### config.mk
export PLATFORM = sky130hd
export DESIGN_NAME = josephus_ring_eliminator_core
export DESIGN_NICKNAME = d
export VERILOG_FILES = /design/src/hw/rtl/jre_pkg.sv /design/src/hw/rtl/jre_link_mem.sv /design/src/hw/rtl/jre_mod_unit.sv /design/src/hw/rtl/josephus_ring_eliminator_core.sv
export SDC_FILE = /design/constraint.sdc
export NUM_CORES = 1
export LEC_CHECK = 0
export BUFFER_PORTS_ARGS = -buffer_cell sky130_fd_sc_hd__buf_2
export CORE_ASPECT_RATIO = 0.75
export CORE_MARGIN = 1
export CORE_UTILIZATION = 68
export DETAILED_ROUTE_END_ITERATION = 12
export PLACE_DENSITY_LB_ADDON = 0.25
export SYNTH_ARGS = -nofsm -noshare
export SYNTH_HDL_FRONTEND = slang
export SYNTH_SLANG_ARGS = --single-unit
### constraint.sdc
create_clock -name clk -period 15.9 [get_ports clk]
set_input_delay 3.18 -clock clk [delete_from_list [all_inputs] [get_ports clk]]
set_output_delay 3.18 -clock clk [all_outputs]
set_load 0.02 [all_outputs]
### src/hw/rtl/jre_pkg.sv
package jre_pkg;

    // Field widths of the input and result words.
    localparam int KIND_W        = 2;
    localparam int STEPS_W       = 16;
    localparam int REPORT_W      = 3;
    localparam int ENTRY_W       = 6;
    localparam int REMAIN_W      = 7;
    localparam int RING_SIZE_W   = 7;
    localparam int RING_SIZE_RST = 64;

    // Operation codes carried by an input word.
    typedef enum logic [KIND_W-1:0] {
        KIND_REMOVE_FWD = 2'd0,
        KIND_REMOVE_BWD = 2'd1,
        KIND_LIST       = 2'd2,
        KIND_REBUILD    = 2'd3
    } kind_t;

    // Report codes carried by a result word.
    typedef enum logic [REPORT_W-1:0] {
        RPT_REMOVED = 3'd0,
        RPT_LISTED  = 3'd1,
        RPT_EMPTY   = 3'd2,
        RPT_ERROR   = 3'd3,
        RPT_REBUILT = 3'd4
    } report_kind_t;

    typedef struct packed {
        kind_t                kind;
        logic [STEPS_W-1:0]   steps;
    } in_word_t;

    typedef struct packed {
        report_kind_t         report_kind;
        logic [ENTRY_W-1:0]   entry;
        logic [REMAIN_W-1:0]  remaining;
        logic                 last;
    } out_word_t;

endpackage

### src/hw/rtl/jre_link_mem.sv
module jre_link_mem
    import jre_pkg::*;
#(
    parameter int DEPTH = 64,
    parameter int IDX_W = 6
)
(
    input  logic             clk,
    input  logic             rd_en,
    input  logic [IDX_W-1:0] rd_addr,
    output logic [IDX_W-1:0] rd_next,
    output logic [IDX_W-1:0] rd_prev,
    input  logic             wr_en,
    input  logic [IDX_W-1:0] wr_next_addr,
    input  logic [IDX_W-1:0] wr_next_data,
    input  logic [IDX_W-1:0] wr_prev_addr,
    input  logic [IDX_W-1:0] wr_prev_data
);

    logic [IDX_W-1:0] next_mem [DEPTH];
    logic [IDX_W-1:0] prev_mem [DEPTH];
    logic [IDX_W-1:0] rd_next_reg;
    logic [IDX_W-1:0] rd_prev_reg;

    // Both link tables share one read address; read data is held until the next read.
    always_ff @(posedge clk)
    begin
        if (wr_en)
        begin
            next_mem[wr_next_addr] <= wr_next_data;
            prev_mem[wr_prev_addr] <= wr_prev_data;
        end
        if (rd_en)
        begin
            rd_next_reg <= next_mem[rd_addr];
            rd_prev_reg <= prev_mem[rd_addr];
        end
    end

    assign rd_next = rd_next_reg;
    assign rd_prev = rd_prev_reg;

endmodule

### src/hw/rtl/jre_mod_unit.sv
module jre_mod_unit
    import jre_pkg::*;
#(
    parameter int DIV_W = 7
)
(
    input  logic               clk,
    input  logic               rst_n,
    input  logic               start,
    input  logic [STEPS_W-1:0] dividend,
    input  logic [DIV_W-1:0]   divisor,
    output logic               done,
    output logic [DIV_W-1:0]   rem
);

    localparam int CNT_W = $clog2(STEPS_W);

    logic               active_reg, active_next;
    logic               done_reg, done_next;
    logic [CNT_W-1:0]   cnt_reg, cnt_next;
    logic [STEPS_W-1:0] dvd_reg, dvd_next;
    logic [DIV_W-1:0]   rem_reg, rem_next;
    logic [DIV_W:0]     trial;
    logic [DIV_W:0]     trial_sub;

    // One restoring remainder step per cycle, most significant dividend bit first.
    always_comb
    begin
        active_next = active_reg;
        done_next   = 1'b0;
        cnt_next    = cnt_reg;
        dvd_next    = dvd_reg;
        rem_next    = rem_reg;
        trial       = {rem_reg, dvd_reg[STEPS_W-1]};
        trial_sub   = trial - {1'b0, divisor};
        if (start)
        begin
            active_next = 1'b1;
            cnt_next    = CNT_W'(STEPS_W - 1);
            dvd_next    = dividend;
            rem_next    = '0;
        end
        else if (active_reg)
        begin
            rem_next = (trial >= {1'b0, divisor}) ? DIV_W'(trial_sub) : DIV_W'(trial);
            dvd_next = {dvd_reg[STEPS_W-2:0], 1'b0};
            cnt_next = cnt_reg - CNT_W'(1);
            if (cnt_reg == '0)
            begin
                active_next = 1'b0;
                done_next   = 1'b1;
            end
        end
    end

    always_ff @(posedge clk or negedge rst_n)
    begin
        if (!rst_n)
        begin
            active_reg <= 1'b0;
            done_reg   <= 1'b0;
            cnt_reg    <= '0;
        end
        else
        begin
            active_reg <= active_next;
            done_reg   <= done_next;
            cnt_reg    <= cnt_next;
        end
    end

    // Datapath registers need no reset.
    always_ff @(posedge clk)
    begin
        dvd_reg <= dvd_next;
        rem_reg <= rem_next;
    end

    assign done = done_reg;
    assign rem  = rem_reg;

endmodule

### src/hw/rtl/josephus_ring_eliminator_core.sv
// Channel | Direction | Handshake            | Word
// in      | input     | in_valid / in_ready  | in_word_t  (kind, steps)
// out     | output    | out_valid / out_ready| out_word_t (report_kind, entry, remaining, last)
// cfg     | input     | cfg_valid / cfg_ready| ring_size, used at the next rebuild
//
// Removal reduces steps-1 modulo live_count in the 16-step serial remainder unit, then
// does one link-table read per cycle along the ring, the unlink and the reply.
// Listing does one link read per word; rebuild writes one link-table row per cycle.
// After reset a sweep over all MAX_ENTRIES rows builds the ring, with in_ready low.
// A stalled output holds the list walk in place; in_ready rises once the last word is loaded.
module josephus_ring_eliminator_core
    import jre_pkg::*;
#(
    parameter int MAX_ENTRIES = 64
)
(
    input  logic                   clk,
    input  logic                   rst_n,
    input  logic                   in_valid,
    output logic                   in_ready,
    input  in_word_t               in_data,
    output logic                   out_valid,
    input  logic                   out_ready,
    output out_word_t              out_data,
    input  logic                   cfg_valid,
    output logic                   cfg_ready,
    input  logic [RING_SIZE_W-1:0] cfg_data
);

    localparam int IW = $clog2(MAX_ENTRIES);
    localparam int CW = $clog2(MAX_ENTRIES + 1);

    typedef enum logic [2:0] {
        S_SWEEP,
        S_IDLE,
        S_MOD,
        S_WALK,
        S_STEP,
        S_UNLINK,
        S_LIST,
        S_REPLY
    } state_t;

    state_t                 state_reg, state_next;
    logic [RING_SIZE_W-1:0] ring_size_reg, ring_size_next;
    logic [CW-1:0]          live_reg, live_next;
    logic [IW-1:0]          cursor_reg, cursor_next;
    logic [IW-1:0]          c_reg, c_next;
    logic [CW-1:0]          cnt_reg, cnt_next;
    logic                   fwd_reg, fwd_next;
    logic                   build_reply_reg, build_reply_next;
    logic                   out_valid_reg, out_valid_next;
    out_word_t              out_word_reg, out_word_next;
    out_word_t              pend_reg, pend_next;

    logic                   out_free;
    logic [CW-1:0]          ring_sat;
    logic [CW-1:0]          idx_plus;
    logic [IW-1:0]          step_link;

    logic                   rd_en;
    logic [IW-1:0]          rd_addr;
    logic [IW-1:0]          rd_next;
    logic [IW-1:0]          rd_prev;
    logic                   wr_en;
    logic [IW-1:0]          wr_next_addr;
    logic [IW-1:0]          wr_next_data;
    logic [IW-1:0]          wr_prev_addr;
    logic [IW-1:0]          wr_prev_data;

    logic                   mod_start;
    logic                   mod_done;
    logic [CW-1:0]          mod_rem;

    jre_link_mem #(
        .DEPTH (MAX_ENTRIES),
        .IDX_W (IW)
    ) u_link_mem (
        .clk          (clk),
        .rd_en        (rd_en),
        .rd_addr      (rd_addr),
        .rd_next      (rd_next),
        .rd_prev      (rd_prev),
        .wr_en        (wr_en),
        .wr_next_addr (wr_next_addr),
        .wr_next_data (wr_next_data),
        .wr_prev_addr (wr_prev_addr),
        .wr_prev_data (wr_prev_data)
    );

    jre_mod_unit #(
        .DIV_W (CW)
    ) u_mod_unit (
        .clk      (clk),
        .rst_n    (rst_n),
        .start    (mod_start),
        .dividend (in_data.steps - STEPS_W'(1)),
        .divisor  (live_reg),
        .done     (mod_done),
        .rem      (mod_rem)
    );

    // Ring size clipped to the table depth.
    assign ring_sat = (ring_size_reg > RING_SIZE_W'(MAX_ENTRIES)) ? CW'(MAX_ENTRIES)
                                                                  : CW'(ring_size_reg);
    assign idx_plus  = CW'(c_reg) + CW'(1);
    assign step_link = fwd_reg ? rd_next : rd_prev;
    assign out_free  = !out_valid_reg || out_ready;

    // Sequencer: rebuild sweep, remainder, link walk, unlink, list walk and replies.
    always_comb
    begin
        state_next       = state_reg;
        ring_size_next   = ring_size_reg;
        live_next        = live_reg;
        cursor_next      = cursor_reg;
        c_next           = c_reg;
        cnt_next         = cnt_reg;
        fwd_next         = fwd_reg;
        build_reply_next = build_reply_reg;
        pend_next        = pend_reg;
        out_valid_next   = out_ready ? 1'b0 : out_valid_reg;
        out_word_next    = out_word_reg;
        rd_en            = 1'b0;
        rd_addr          = c_reg;
        wr_en            = 1'b0;
        wr_next_addr     = c_reg;
        wr_next_data     = '0;
        wr_prev_addr     = c_reg;
        wr_prev_data     = '0;
        mod_start        = 1'b0;

        if (cfg_valid)
        begin
            ring_size_next = cfg_data;
        end

        unique case (state_reg)
            S_SWEEP:
            begin
                wr_en        = 1'b1;
                wr_next_data = (idx_plus == live_reg) ? '0 : IW'(idx_plus);
                wr_prev_data = (c_reg == '0) ? IW'(live_reg - CW'(1)) : c_reg - IW'(1);
                c_next       = c_reg + IW'(1);
                if (idx_plus == live_reg)
                begin
                    c_next = '0;
                    if (build_reply_reg)
                    begin
                        pend_next  = '{RPT_REBUILT, '0, REMAIN_W'(live_reg), 1'b1};
                        state_next = S_REPLY;
                    end
                    else
                    begin
                        state_next = S_IDLE;
                    end
                end
            end

            S_IDLE:
            begin
                if (in_valid)
                begin
                    unique case (in_data.kind) inside
                        KIND_REBUILD:
                        begin
                            live_next        = ring_sat;
                            cursor_next      = '0;
                            c_next           = '0;
                            build_reply_next = 1'b1;
                            if (ring_sat == '0)
                            begin
                                pend_next  = '{RPT_REBUILT, '0, '0, 1'b1};
                                state_next = S_REPLY;
                            end
                            else
                            begin
                                state_next = S_SWEEP;
                            end
                        end
                        KIND_LIST:
                        begin
                            if (live_reg == '0)
                            begin
                                pend_next  = '{RPT_EMPTY, '0, '0, 1'b1};
                                state_next = S_REPLY;
                            end
                            else
                            begin
                                rd_en      = 1'b1;
                                rd_addr    = cursor_reg;
                                c_next     = cursor_reg;
                                cnt_next   = '0;
                                state_next = S_LIST;
                            end
                        end
                        KIND_REMOVE_FWD, KIND_REMOVE_BWD:
                        begin
                            fwd_next = (in_data.kind == KIND_REMOVE_FWD);
                            if (live_reg == '0 || in_data.steps == '0)
                            begin
                                pend_next  = '{RPT_ERROR, '0, REMAIN_W'(live_reg), 1'b1};
                                state_next = S_REPLY;
                            end
                            else
                            begin
                                mod_start  = 1'b1;
                                state_next = S_MOD;
                            end
                        end
                        default:
                        begin
                            state_next = S_IDLE;
                        end
                    endcase
                end
            end

            S_MOD:
            begin
                if (mod_done)
                begin
                    cnt_next   = mod_rem;
                    c_next     = cursor_reg;
                    state_next = S_WALK;
                end
            end

            S_WALK:
            begin
                rd_en      = 1'b1;
                state_next = (cnt_reg == '0) ? S_UNLINK : S_STEP;
            end

            S_STEP:
            begin
                // Follow one link per cycle, reading ahead at the entry just reached.
                rd_en    = 1'b1;
                rd_addr  = step_link;
                c_next   = step_link;
                cnt_next = cnt_reg - CW'(1);
                if (cnt_reg == CW'(1))
                begin
                    state_next = S_UNLINK;
                end
            end

            S_UNLINK:
            begin
                // Both neighbours are in the read data: splice them together.
                wr_en        = 1'b1;
                wr_next_addr = rd_prev;
                wr_next_data = rd_next;
                wr_prev_addr = rd_next;
                wr_prev_data = rd_prev;
                live_next    = live_reg - CW'(1);
                if (live_reg == CW'(1))
                begin
                    cursor_next = c_reg;
                end
                else
                begin
                    cursor_next = step_link;
                end
                pend_next  = '{RPT_REMOVED, ENTRY_W'(c_reg),
                               REMAIN_W'(live_reg - CW'(1)), 1'b1};
                state_next = S_REPLY;
            end

            S_LIST:
            begin
                if (out_free)
                begin
                    out_valid_next = 1'b1;
                    out_word_next  = '{RPT_LISTED, ENTRY_W'(c_reg), REMAIN_W'(live_reg),
                                       (CW'(cnt_reg + CW'(1)) == live_reg)};
                    if (CW'(cnt_reg + CW'(1)) == live_reg)
                    begin
                        state_next = S_IDLE;
                    end
                    else
                    begin
                        rd_en    = 1'b1;
                        rd_addr  = rd_next;
                        c_next   = rd_next;
                        cnt_next = cnt_reg + CW'(1);
                    end
                end
            end

            S_REPLY:
            begin
                if (out_free)
                begin
                    out_valid_next = 1'b1;
                    out_word_next  = pend_reg;
                    state_next     = S_IDLE;
                end
            end

            default:
            begin
                state_next = S_IDLE;
            end
        endcase
    end

    // State, control and result registers.
    always_ff @(posedge clk or negedge rst_n)
    begin
        if (!rst_n)
        begin
            state_reg       <= S_SWEEP;
            ring_size_reg   <= RING_SIZE_W'(RING_SIZE_RST);
            live_reg        <= CW'(MAX_ENTRIES);
            cursor_reg      <= '0;
            c_reg           <= '0;
            cnt_reg         <= '0;
            fwd_reg         <= 1'b0;
            build_reply_reg <= 1'b0;
            out_valid_reg   <= 1'b0;
            out_word_reg    <= '0;
            pend_reg        <= '0;
        end
        else
        begin
            state_reg       <= state_next;
            ring_size_reg   <= ring_size_next;
            live_reg        <= live_next;
            cursor_reg      <= cursor_next;
            c_reg           <= c_next;
            cnt_reg         <= cnt_next;
            fwd_reg         <= fwd_next;
            build_reply_reg <= build_reply_next;
            out_valid_reg   <= out_valid_next;
            out_word_reg    <= out_word_next;
            pend_reg        <= pend_next;
        end
    end

    assign in_ready  = (state_reg == S_IDLE);
    assign cfg_ready = 1'b1;
    assign out_valid = out_valid_reg;
    assign out_data  = out_word_reg;

    // The live count never exceeds the table depth.
    a_live_bound: assert property (@(posedge clk) disable iff (!rst_n)
        live_reg <= CW'(MAX_ENTRIES))
        else $error("live count above table depth");

    // The link tables are only written by the sweep or by an unlink.
    a_write_state: assert property (@(posedge clk) disable iff (!rst_n)
        wr_en |-> (state_reg == S_SWEEP || state_reg == S_UNLINK))
        else $error("link write outside sweep or unlink");

    // The remainder unit only finishes while the sequencer waits for it.
    a_mod_done: assert property (@(posedge clk) disable iff (!rst_n)
        mod_done |-> state_reg == S_MOD)
        else $error("remainder finished outside its wait state");

    // A link step always has at least one move left.
    a_step_count: assert property (@(posedge clk) disable iff (!rst_n)
        state_reg == S_STEP |-> cnt_reg != '0)
        else $error("link step with no moves left");

    // A result word is never overwritten while it waits.
    a_out_hold: assert property (@(posedge clk) disable iff (!rst_n)
        (out_valid && !out_ready) |=> $stable(out_word_reg))
        else $error("waiting result word changed");

endmodule
==> run_results.csv <==
group,metric,value,unit
worst_setup_path,critPathCapture,"u_link_mem.rd_prev[5]$_DFFE_PP_",
final_layout,layout-drive-gt1-share,9.83,%
floorplanning,die_h,207,µm
floorplanning,initial_core_util,69.4,%
pwr,p_per_area,107,mW/mm²
cts,cts_tree,"built",
sta,finalSetupViolations,0,
worst_setup_path,worstRegToRegCells,14,
status,outcome,"complete, no violations",
global_route,grt_max_degree,99,
routing,route.detailed.wl_per_inst,28.0,µm
cts,cts_resized,0,
final_layout,largestRegisters,"u_link_mem.next_mem (384), u_link_mem.prev_mem (384)",
sta,hold_viol,0,
synth,yosys_warnings,0,
synth,async_reset_ff_share,8.96,%
synth,synthCells,2987,
floorplanning,ioPinCount,50,
placement,port_buffers,48,
placement,gp_congestion,0.981,
global_route,antenna_found_initial,2,
routing,drt-initial-drc-count,4584,
worst_setup_path,critPathLaunchType,"primary input",
routing,drt_first_pass_iters,6,
worst_setup_path,critPathMaxFanout,98,
synth,ys_ff_latch,882,
placement,dp_hpwl,65700,µm
cts,cts-root-buf,"clkbuf_16",
worst_setup_path,arrival,9180,ps
synth,synth_top_area_share,62.7,%
worst_setup_path,timing.rr.end,"u_link_mem.rd_prev[5]$_DFFE_PP_",
sta,min_period,8790,ps
final_layout,syn_to_final_growth,8.95,%
global_route,grt_pass1_wl,156000,µm
synth,ys.flop_type,"edfxtp_1",
sta,worst_slew_pin_slew,1360,ps
cts,clock_latency,640,ps
worst_setup_path,path_class,"primary input to flop",
sta,max_freq,114,MHz
cts,ctsHoldBuffers,0,
worst_setup_path,path_common_cell,"buf_4",
sta,fin_crit_sh,55.3,%
worst_setup_path,r2r_slack,8560,ps
worst_setup_path,rr_startpoint,"live_reg[1]$_DFFE_PN0P_",
floorplanning,fp.dieW,275,µm
cts,cts.sinks,882,
sta,slew_headroom,8.82,%
synth,seq_area_frac_synth,68.3,%
global_route,grt_usage,37.1,%
routing,drtAntennaViolNets,0,
floorplanning,die_area,0.0570,mm²
routing,via_count,26378,
run,cap_violations,0,
synth,syn_avg_cell_area,12.8,µm²
synth,yosys.area.top_type,"edfxtp_1",
cts,cts_buffer_depth,3,
global_route,grt_pass1_vias,24951,
worst_setup_path,path_cells,"buf_2 > nand3b_1 > a211oi_2 > nor3_1 > or4_4 > nor3_4 > buf_4 > buf_4 > nand2_1 > buf_4 > o221ai_1 > o2111ai_1 > and4_1",
worst_setup_path,cpMaxStageDelayCell,"buf_4",
worst_setup_path,slowest_delay,970,ps
sta,setup_tns,0,ps
worst_setup_path,startpoint,"in_data[16]",
cts,postCtsSetupBuffers,0,
floorplanning,design.core.area,0.0549,mm²
cts,clkTransAtPathRegs,70,ps
worst_setup_path,critPathCaptureType,"flop",
synth,synth.area.top_cells,"edfxtp_1 63%, dfrtp_1 5.1%, nand2_1 4.4%",
synth,synth_nets,3036,
floorplanning,rows,74,
sta,slew_viol_final,0,
routing,drt-vias-per-instance,7.04,
routing,routed_wl,105000,µm
global_route,overflow,0,
sta,whs,470,ps
synth,synth_cell_types,71,
sta,rsz0062_at_grt,"false",
worst_setup_path,crit_required,16300,ps
cts,cts_max_level,3,
pwr,peakVddDrop,0.0000925,V
synth,synth_area,0.0381,mm²
worst_hold_path,hold_path_class,"flop to flop",
final_layout,nets,3012,
routing,drc,0,
synth,synth-edff-count,796,
pwr,cellLeakagePower,13.1,nW
cts,cts_buffers,81,
sta,skew,31.3,ps
-- cells by family (layout without fill, tap and decap cells) --
logic type | Yosys count | after routing | share of synthesized area, %
adders and majority gates | 19 | 19 | 0.644
buffers and inverters | 263 | 297 | 2.76
DFF | 882 | 882 | 68.3
AOI/OAI and AO/OA | 563 | 563 | 10.2
and+or+nand+nor | 1015 | 1015 | 11.5
xor gates and xnor gates | 46 | 46 | 1.13
other | 1 | 3 | 0.00984
muxes | 198 | 198 | 5.41
-- worst max-delay path: cells and delay by family --
| kind | cells | cell delay [ps] |
|---|---|---|
| compound gates | 3 | 870 |
| buf+inv | 4 | 2320 |
| simple gates | 6 | 2720 |
-- cell type report --
class | instances | area, µm²
clock buffers | 94 | 2140
repair buffers | 86 | 528
multi-input cells | 1842 | 11200
fillers | 3303 | 13400
diodes | 2 | 5.00
well taps | 722 | 903
flip-flops and latches | 882 | 26000
clock inverters | 47 | 449
inverters | 70 | 263
-- Yosys cell counts (13+ instances only) --
cell type and n:
o31ai_1 21, edfxtp_1 796, o21a_1 15, a31oi_1 54
nand3_1 195, dfrtp_1 77, o22a_1 45, ha_1 18
o2111ai_1 47, o21ai_0 136, nor2_1 261, mux2i_1 133
a211oi_1 14, nand2_1 443, clkbuf_1 146, xnor2_1 32
a21oi_1 73, nor3_1 25, mux2_2 64, inv_1 69
buf_2 22, buf_1 19, a32oi_1 34, and4_1 13
o221ai_1 48
-- stage by stage --
stage | total power, mW | instances | setup WS, ps | utilization, % | instance area (µm²)
2_1_floorplan | 2.55 | 2987 | 9480 | - | 38100
3_3_place_gp | 2.56 | 3602 | 6900 | 70.9 | 38900
3_5_place_dp | 2.56 | 3602 | 6570 | 70.9 | 38900
4_1_cts | 4.46 | 3743 | 7290 | 75.6 | 41500
5_1_grt | 4.54 | 3743 | 6830 | 75.6 | 41500
6_report | 4.46 | 3745 | 7110 | 75.6 | 41500
-- metal layers --
metal	wire (µm)	GRT usage [%]
met5	0	0
met4	3800	12.7
met3	14700	10.8
met2	45800	53.0
met1	40600	55.0
-- worst min path at each step --
stage                            start                       to  slack, ps  cells after the start
2_1_floorplan  pend_reg[0]$_DFFE_PN0P_  pend_reg[0]$_DFFE_PN0P_        430                      1
3_3_place_gp   pend_reg[0]$_DFFE_PN0P_  pend_reg[0]$_DFFE_PN0P_        450                      1
3_5_place_dp   pend_reg[0]$_DFFE_PN0P_  pend_reg[0]$_DFFE_PN0P_        450                      1
4_1_cts        pend_reg[0]$_DFFE_PN0P_  pend_reg[0]$_DFFE_PN0P_        470                      1
5_1_grt        pend_reg[3]$_DFFE_PN0P_  pend_reg[3]$_DFFE_PN0P_        510                      2
6_report       pend_reg[0]$_DFFE_PN0P_  pend_reg[0]$_DFFE_PN0P_        470                      1
-- cell usage in the layout, fill, tap and decap left out, drive strengths merged, types with 13 or more instances in the layout --
master	synthesis	routed
o22a	45	45
clkinv	1	35
nand2	443	443
o221ai	48	48
a211oi	15	15
o31ai	21	21
mux2	65	65
mux2i	133	133
o21a	15	15
edfxtp	796	796
a31oi	54	54
xnor2	32	32
nand3	195	195
nor3	27	27
inv	69	70
nor2	261	261
a21oi	73	73
o2111ai	47	47
a32oi	34	34
ha	18	18
and4	13	13
clkbuf	146	94
o21ai	139	139
buf	47	86
dfrtp	77	77
-- power breakdown --
| part | internal, mW | switching [mW] | leakage [nW] | total (mW) |
|---|---|---|---|---|
| Sequential | 2.49 | 0.00176 | 6.47 | 2.49 |
| Clock | 1.11 | 0.843 | 1.26 | 1.95 |
| Combinational | 0.00666 | 0.0114 | 5.36 | 0.0181 |
Note: power is estimated with default switching activity, not from simulation.
